File: config.mk
export PLATFORM = sky130hd
export DESIGN_NAME = insertion_sorter_unit
export DESIGN_NICKNAME = d
export VERILOG_FILES = /design/src/hw/rtl/isort_pkg.sv /design/src/hw/rtl/isort_cell.sv /design/src/hw/rtl/insertion_sorter_unit.sv
export VERILOG_INCLUDE_DIRS = /design/src /design/src/hw/rtl
export SDC_FILE = /design/constraint.sdc
export NUM_CORES = 2
export LEC_CHECK = 0
export BUFFER_PORTS_ARGS = -buffer_cell sky130_fd_sc_hd__buf_2
export CELL_PAD_IN_SITES_DETAIL_PLACEMENT = 1
export CELL_PAD_IN_SITES_GLOBAL_PLACEMENT = 1
export CORE_MARGIN = 2
export CORE_UTILIZATION = 35
export CTS_CLUSTER_SIZE = 16
export DETAILED_ROUTE_END_ITERATION = 12
export PLACE_DENSITY = 0.68
export SLEW_MARGIN = 30
export SYNTH_ARGS = -nofsm -noshare
export SYNTH_HDL_FRONTEND = slang
export SYNTH_HIERARCHICAL = 1
export SYNTH_SLANG_ARGS = --single-unit
File: constraint.sdc
create_clock -name clock -period 7.5 [get_ports clock]
set_input_delay 0.75 -clock clock [delete_from_list [all_inputs] [get_ports clock]]
set_output_delay 0.75 -clock clock [all_outputs]
set_load 0.005 [all_outputs]
File: src/hw/rtl/assert_macros.svh
// Assertion macros for the RTL of the insertion sorter.
`ifndef ASSERT_MACROS_SVH
`define ASSERT_MACROS_SVH

// Check a property on every rising clock edge outside reset.
`define ASSERT_PROP(label, clk, rst, prop) \
   label: assert property (@(posedge clk) disable iff (rst) prop) \
      else $error("assertion failed");

// Check that a condition never holds outside reset.
`define ASSERT_NEVER(label, clk, rst, cond) \
   label: assert property (@(posedge clk) disable iff (rst) !(cond)) \
      else $error("forbidden condition seen");

`endif

File: src/hw/rtl/isort_pkg.sv
// Package with types and constants of the insertion sorter.
`default_nettype none

package isort_pkg;

   localparam int DATA_W       = 32;
   localparam int CAPACITY_DEF = 16;

   // Input item payload.
   typedef struct packed {
      logic signed [DATA_W-1:0] value;
      logic                     last;
   } req_type;

   // Result item payload.
   typedef struct packed {
      logic signed [DATA_W-1:0] value_res;
      logic                     last_res;
      logic                     overflow;
   } rsp_type;

   // Per-cycle command broadcast to every cell.
   typedef struct packed {
      logic insert;
      logic drain;
   } ctrl_type;

   // What one cell shows its neighbors.
   typedef struct packed {
      logic                     valid;
      logic                     gt;
      logic signed [DATA_W-1:0] value;
   } link_type;

endpackage

`default_nettype wire

File: src/hw/rtl/isort_cell.sv
// One compare-and-shift cell of the sorting chain.
`default_nettype none

module isort_cell (
   input  wire logic                                 clock,
   input  wire logic                                 reset,
   input  wire isort_pkg::ctrl_type                  ctrl,
   input  wire logic signed [isort_pkg::DATA_W-1:0]  new_value,
   input  wire isort_pkg::link_type                  left,
   input  wire isort_pkg::link_type                  right,
   output isort_pkg::link_type                       link
);
   import isort_pkg::*;

   logic                     valid_ff;
   logic                     valid_in;
   logic signed [DATA_W-1:0] value_ff;
   logic signed [DATA_W-1:0] value_in;
   logic                     gt;
   logic                     take;

   // Stored value lies strictly above the new one: it must move right.
   assign gt   = valid_ff && (value_ff > new_value);
   assign take = gt || (!valid_ff && left.valid);

   // Pick next content: insert shifts right, drain shifts left.
   always_comb begin
      valid_in = valid_ff;
      value_in = value_ff;
      if (ctrl.drain) begin
         valid_in = right.valid;
         value_in = right.value;
      end else if (ctrl.insert && take) begin
         valid_in = 1'b1;
         value_in = left.gt ? left.value : new_value;
      end
   end

   always_ff @(posedge clock) begin
      if (reset) begin
         valid_ff <= 1'b0;
      end else begin
         valid_ff <= valid_in;
      end
   end

   always_ff @(posedge clock) begin
      value_ff <= value_in;
   end

   assign link.valid = valid_ff;
   assign link.gt    = gt;
   assign link.value = value_ff;

endmodule

`default_nettype wire

File: src/hw/rtl/insertion_sorter_unit.sv
// Top level of the streaming insertion sorter: cell chain and drain control.
//
// Usage: drive req_data and raise start; the item is taken at a rising edge
// where start is high and busy is low. Each value is inserted into a chain
// of CAPACITY cells that keeps the set in stable ascending order (an equal
// value lands after the stored ones). A non-last item leaves busy low, so
// values stream in at one per cycle while busy is low. Once the store is
// full, further values are dropped and every result of that set carries
// overflow. An item with last set is inserted (or dropped), then the chain
// shifts its content out of cell 0 one value per cycle, with busy high until
// the final stored value has left. The accepted last item sets the draining
// register, which then loads the result register and its strobe from
// cell 0; the rest follow one per cycle, the final one with last_res.
// Results show on rsp_data for one cycle with rsp_strobe; the receiver
// cannot stall. Reset empties the chain and clears the overflow mark; it
// takes effect at the next edge and needs no clearing pass.
`default_nettype none

module insertion_sorter_unit #(
   parameter int CAPACITY = isort_pkg::CAPACITY_DEF
) (
   input  wire logic                 clock,
   input  wire logic                 reset,
   input  wire logic                 start,
   output logic                      busy,
   input  wire isort_pkg::req_type   req_data,
   output logic                      rsp_strobe,
   output isort_pkg::rsp_type        rsp_data
);
   import isort_pkg::*;

   `include "assert_macros.svh"

   logic                draining_ff;
   logic                draining_in;
   logic                dropped_ff;
   logic                dropped_in;
   logic                rsp_strobe_ff;
   logic                rsp_strobe_in;
   rsp_type             rsp_ff;
   rsp_type             rsp_in;
   logic                accept;
   logic                full;
   ctrl_type            ctrl;
   link_type            links [CAPACITY];
   logic [CAPACITY-1:0] valid_vec;

   assign accept = start && !busy;
   assign busy   = draining_ff;
   assign full   = links[CAPACITY-1].valid;

   // Broadcast the command to the chain.
   assign ctrl.insert = accept && !full;
   assign ctrl.drain  = draining_ff;

   // Build the chain of cells.
   for (genvar i = 0; i < CAPACITY; i++) begin : g_cell
      link_type left_l;
      link_type right_l;

      if (i == 0) begin : g_head
         assign left_l = '{valid: 1'b1, gt: 1'b0, value: '0};
      end else begin : g_left
         assign left_l = links[i-1];
      end

      if (i == CAPACITY - 1) begin : g_tail
         assign right_l = '{valid: 1'b0, gt: 1'b0, value: '0};
      end else begin : g_right
         assign right_l = links[i+1];
      end

      isort_cell u_cell (
         .clock     (clock),
         .reset     (reset),
         .ctrl      (ctrl),
         .new_value (req_data.value),
         .left      (left_l),
         .right     (right_l),
         .link      (links[i])
      );

      assign valid_vec[i] = links[i].valid;
   end

   // Track overflow, start and stop the drain, and load the result register.
   always_comb begin
      draining_in   = draining_ff;
      dropped_in    = dropped_ff;
      rsp_strobe_in = 1'b0;
      rsp_in        = rsp_ff;
      if (draining_ff) begin
         rsp_strobe_in    = 1'b1;
         rsp_in.value_res = links[0].value;
         rsp_in.last_res  = !links[1].valid;
         rsp_in.overflow  = dropped_ff;
         if (!links[1].valid) begin
            draining_in = 1'b0;
            dropped_in  = 1'b0;
         end
      end else if (accept) begin
         if (full) begin
            dropped_in = 1'b1;
         end
         draining_in = req_data.last;
      end
   end

   always_ff @(posedge clock) begin
      if (reset) begin
         draining_ff   <= 1'b0;
         dropped_ff    <= 1'b0;
         rsp_strobe_ff <= 1'b0;
      end else begin
         draining_ff   <= draining_in;
         dropped_ff    <= dropped_in;
         rsp_strobe_ff <= rsp_strobe_in;
      end
   end

   always_ff @(posedge clock) begin
      rsp_ff <= rsp_in;
   end

   assign rsp_strobe = rsp_strobe_ff;
   assign rsp_data   = rsp_ff;

   // Valid cells always form a prefix of the chain.
   `ASSERT_PROP(a_valid_prefix, clock, reset, $onehot({1'b0, valid_vec} + 1'b1))
   // A drain never runs over an empty head cell.
   `ASSERT_NEVER(a_drain_empty, clock, reset, draining_ff && !links[0].valid)
   // The final result of a set is never followed directly by another result.
   `ASSERT_PROP(a_gap_after_last, clock, reset,
      (rsp_strobe && rsp_data.last_res) |=> !rsp_strobe)
   // A non-last item leaves the block ready for the next one.
   `ASSERT_PROP(a_stream_ready, clock, reset, (accept && !req_data.last) |=> !busy)

endmodule

`default_nettype wire
; ---- Word-level counts from Yosys, hierarchy flattened
; Cells that the tools add are included.
[op_classes]
order_cmp = 16
mux = 83
eq_ne = 1
n_reduce_logical = 101
[op_table]
columns = cell, count
row1 = 32-bit 2-to-1 mux, 45
row2 = 32-bit greater-than comparator, 16
row3 = 1-bit logical AND, 49
row4 = 1-bit 2-to-1 mux, 38
row5 = 2-bit nonzero test, 17
row6 = 1-bit logical NOT, 17
row7 = 1-bit logical OR, 16
row8 = 3-bit AND reduction, 1
row9 = "2-bit != test, second input constant", 1
row10 = 2-bit OR reduction, 1
[word_totals]
out_inout_bits = 36
ff_bits = 565
in_bits = 36
word_cells = 239

; ---- Longest topological paths before layout
[logic_depth]
ltp_word = 6
depth_mapped = 13
mapped_depth_nobuf = 10

; ---- Hierarchy
; Netlist, hierarchy kept.
[by_module_without_submodules]
columns = mod, cells_each, seq_area_each_um2, area_each_um2, instances
row1 = isort_cell, 271, 980.9, 2546.2, 16
row2 = insertion_sorter_unit, 49, 1081.0, 1156.1, 1

; ---- Worst setup path before layout
; OpenSTA, ideal clock, no wires.
[synth_timing]
path_type = register to register
start = register draining_ff, in the netlist busy
end = register g_cell[0].u_cell.value_ff[0] (enable)
arrival_ps = 5395
stages_incl_launch_ff = 5
path_buffers = 0
setup_ps = 389
synth_period_minus_slack_ps = 5784
required_time_ps = 7111
path_slack_ps = 1716
cell_sequence = dfxtp_1 > nor3b_1 > and3_4 > a211oi_2 > nand2_1
[synth_lines]
columns = item, line_no
row1 = from (decl), insertion_sorter_unit.sv:34  ; logic draining_ff;
row2 = from (signal assigned), insertion_sorter_unit.sv:115  ; draining_ff <= draining_in;
row3 = to (signal assigned), isort_cell.sv:48  ; value_ff <= value_in;
row4 = to (decl), isort_cell.sv:17  ; logic signed [DATA_W-1:0] value_ff;

==> qor.csv <==
stage,metric,value,unit
final_layout,diodes,0,
hold_path,worst_hold_path_type,in -> reg,
sta,min_period,4.14,ns
worst_setup_path,worstPathRequired,7.83,ns
worst_setup_path,reg2reg_depth,10,
detailed_routing,drtIter0Drc,1732,
global_route,grt_usage,0.188,
clock_tree,clk_latency,0.63,ns
global_route,gr-total-overflow,0,
place,gp_congestion,0.809,
worst_setup_path,cp-start-kind,input port,
final_layout,layout.nets,4999,
detailed_routing,vias,31700,
global_route,grt_pass1_wl,186,mm
final_layout,final_common_cell,nand2_1,
final_layout,fillCellCount,13600,
run_status,outcome,completed,
clock_tree,cts_tree,built,
sta,hold_violations,0,
detailed_routing,drt_wl_total,115,mm
hold_path,hp-start,req_data[0],
clock_tree,clock_path_buffers,3,
floorplanning,dieArea,122000,sq um
worst_setup_path,arrival,4.47,ns
global_route,grt_max_degree,246,
floorplanning,core,118000,sq um
final_layout,final_cell_mix,"nand2_1 (689), o21ai_0 (591), edfxtp_1 (546)",
global_route,grt_pass1_vias,33800,
worst_setup_path,worst-setup-path-type,in -> reg,
clock_tree,clkTransAtPathRegs,0.06,ns
sta,tightest_slew,0.924,ns
worst_setup_path,crit_path_end,g_cell[11].u_cell/value_ff[1],
yosys,syn_avg_cell_area,9.56,sq um
worst_setup_path,crit_fanout,25,
sta,setup_viol_count_final,0,
sta,setup_tns,0,ns
detailed_routing,drtAntennaViolNets,0,
clock_tree,cts.sinks,565,
power_and_ir_drop,peakVddDrop,0.139,mV
place,place_area,44200,sq um
floorplanning,rows,126,
place,dpl.hpwl,87.4,mm
detailed_routing,firstDrtPassIters,5,
clock_tree,hold_buffers,0,
worst_setup_path,cp-end-kind,flop,
clock_tree,postCtsSetupRepairBufs,0,
detailed_routing,avgViaCountPerCell,5.20,
clock_tree,cts-buffers-inserted,70,
yosys,yosysWarnings,6,
global_route,antenna_found_initial,1,
sta,max_slew_margin,0.384,
detailed_routing,drc,0,
yosys,synthCells,4381,
final_layout,syn2layout_area_growth,10.7,%
detailed_routing,routedWlPerCell,18.9,microns
clock_tree,cts_root_buf,clkbuf_16,
power_and_ir_drop,power_leakage,17.8,nW
floorplanning,start_util,0.354,
floorplanning,io_pins,72,
sta,drv_slew,0,
place,port_buffers,71,
final_layout,fin_cells,6099,
worst_setup_path,r2r_end,g_cell[11].u_cell/value_ff[1],
place,place_inst,5979,
run,drv_cap,0,
sta,period_share,0.552,
floorplanning,fp.dieW,350,microns
final_layout,design_area,46300,sq um
worst_setup_path,r2r-start,g_cell[10].u_cell/value_ff[7],
sta,finClkSkew,0.0241,ns
floorplanning,dieHeight,350,microns
clock_tree,cts_max_level,3,
worst_setup_path,reg2reg_slack,3.68,ns
sta,rsz0062_at_grt,false,
clock_tree,postCtsResizedCells,0,
sta,clock.fmax,242,MHz
power_and_ir_drop,p_per_area,198,nW/um^2
yosys,syn_area,41900,sq um
final_layout,final_layout_size_suffix_gt1_frac,0.0716,
worst_setup_path,cp-startpoint,req_data[8],
==> per-stage QoR <==
| step | total power, mW | worst slack [ns] | hold WS (ns) | util |
|---|---|---|---|---|
| after global placement | 5.85 | 2.89 | 0.417 | 0.374 |
| after floorplan | 5.31 | 1.72 | 0.409 | - |
| after detailed placement | 5.95 | 2.74 | 0.426 | 0.374 |
| after CTS | 9.27 | 3.43 | 0.362 | 0.391 |
| after global routing | 9.64 | 3.17 | 0.406 | 0.391 |
| final | 9.16 | 3.36 | 0.398 | 0.391 |
==> layer usage <==
layer	GRT usage	wire length, microns	share of wire
met2	0.305	51500	0.45
met4	0.0661	4040	0.035
met1	0.260	56700	0.49
met5	0	9	0.000078
met3	0.0204	3150	0.027
==> worst max-delay path: stages <==
cell	delay [ns]
buf_2	0.47
inv_1	0.12
ha_1	0.35
a21oi_1	0.14
o21ai_0	0.25
a221oi_2	0.38
a31oi_1	0.18
or3_1	0.38
a21boi_4	0.62
buf_4	0.41
mux2i_1	0.26
o21ai_0	0.11
==> layout make-up <==
type,count,area (sq um),area share
Clock buffer,96,1920,0.0415
Clock inverter,24,180,0.00389
Inverter,545,2050,0.0441
Multi-Input combinational cell,3129,22500,0.486
Sequential cell,565,16800,0.362
Tap cell,1600,2000,0.0432
Timing Repair Buffer,140,901,0.0194
==> power breakdown <==
| part | total [mW] | internal, mW | switching, mW | leakage, nW |
|---|---|---|---|---|
| Clock | 3.26 | 1.88 | 1.38 | 1.02 |
| Sequential | 4.10 | 3.85 | 0.249 | 5.23 |
| Combinational | 1.79 | 0.666 | 1.12 | 11.6 |
==> worst min path at each step <==
| stage | cells past startpoint | slack, ns | endpoint |
|---|---|---|---|
| after floorplan | 0 | 0.41 | rsp_data[0] |
| after global placement | 0 | 0.42 | rsp_data[0] |
| after detailed placement | 0 | 0.43 | rsp_data[0] |
| after CTS | 3 | 0.36 | busy |
| after global routing | 3 | 0.41 | busy |
| final | 3 | 0.40 | busy |
==> registers in the layout, summed over array words and instances (netlist names) <==
register                flops
dropped_ff                  1
busy                        1
rsp_data                   34
g_cell.u_cell/valid_ff     16
rsp_strobe                  1
g_cell.u_cell/value_ff    512
Power figures use the tool's default switching activity.
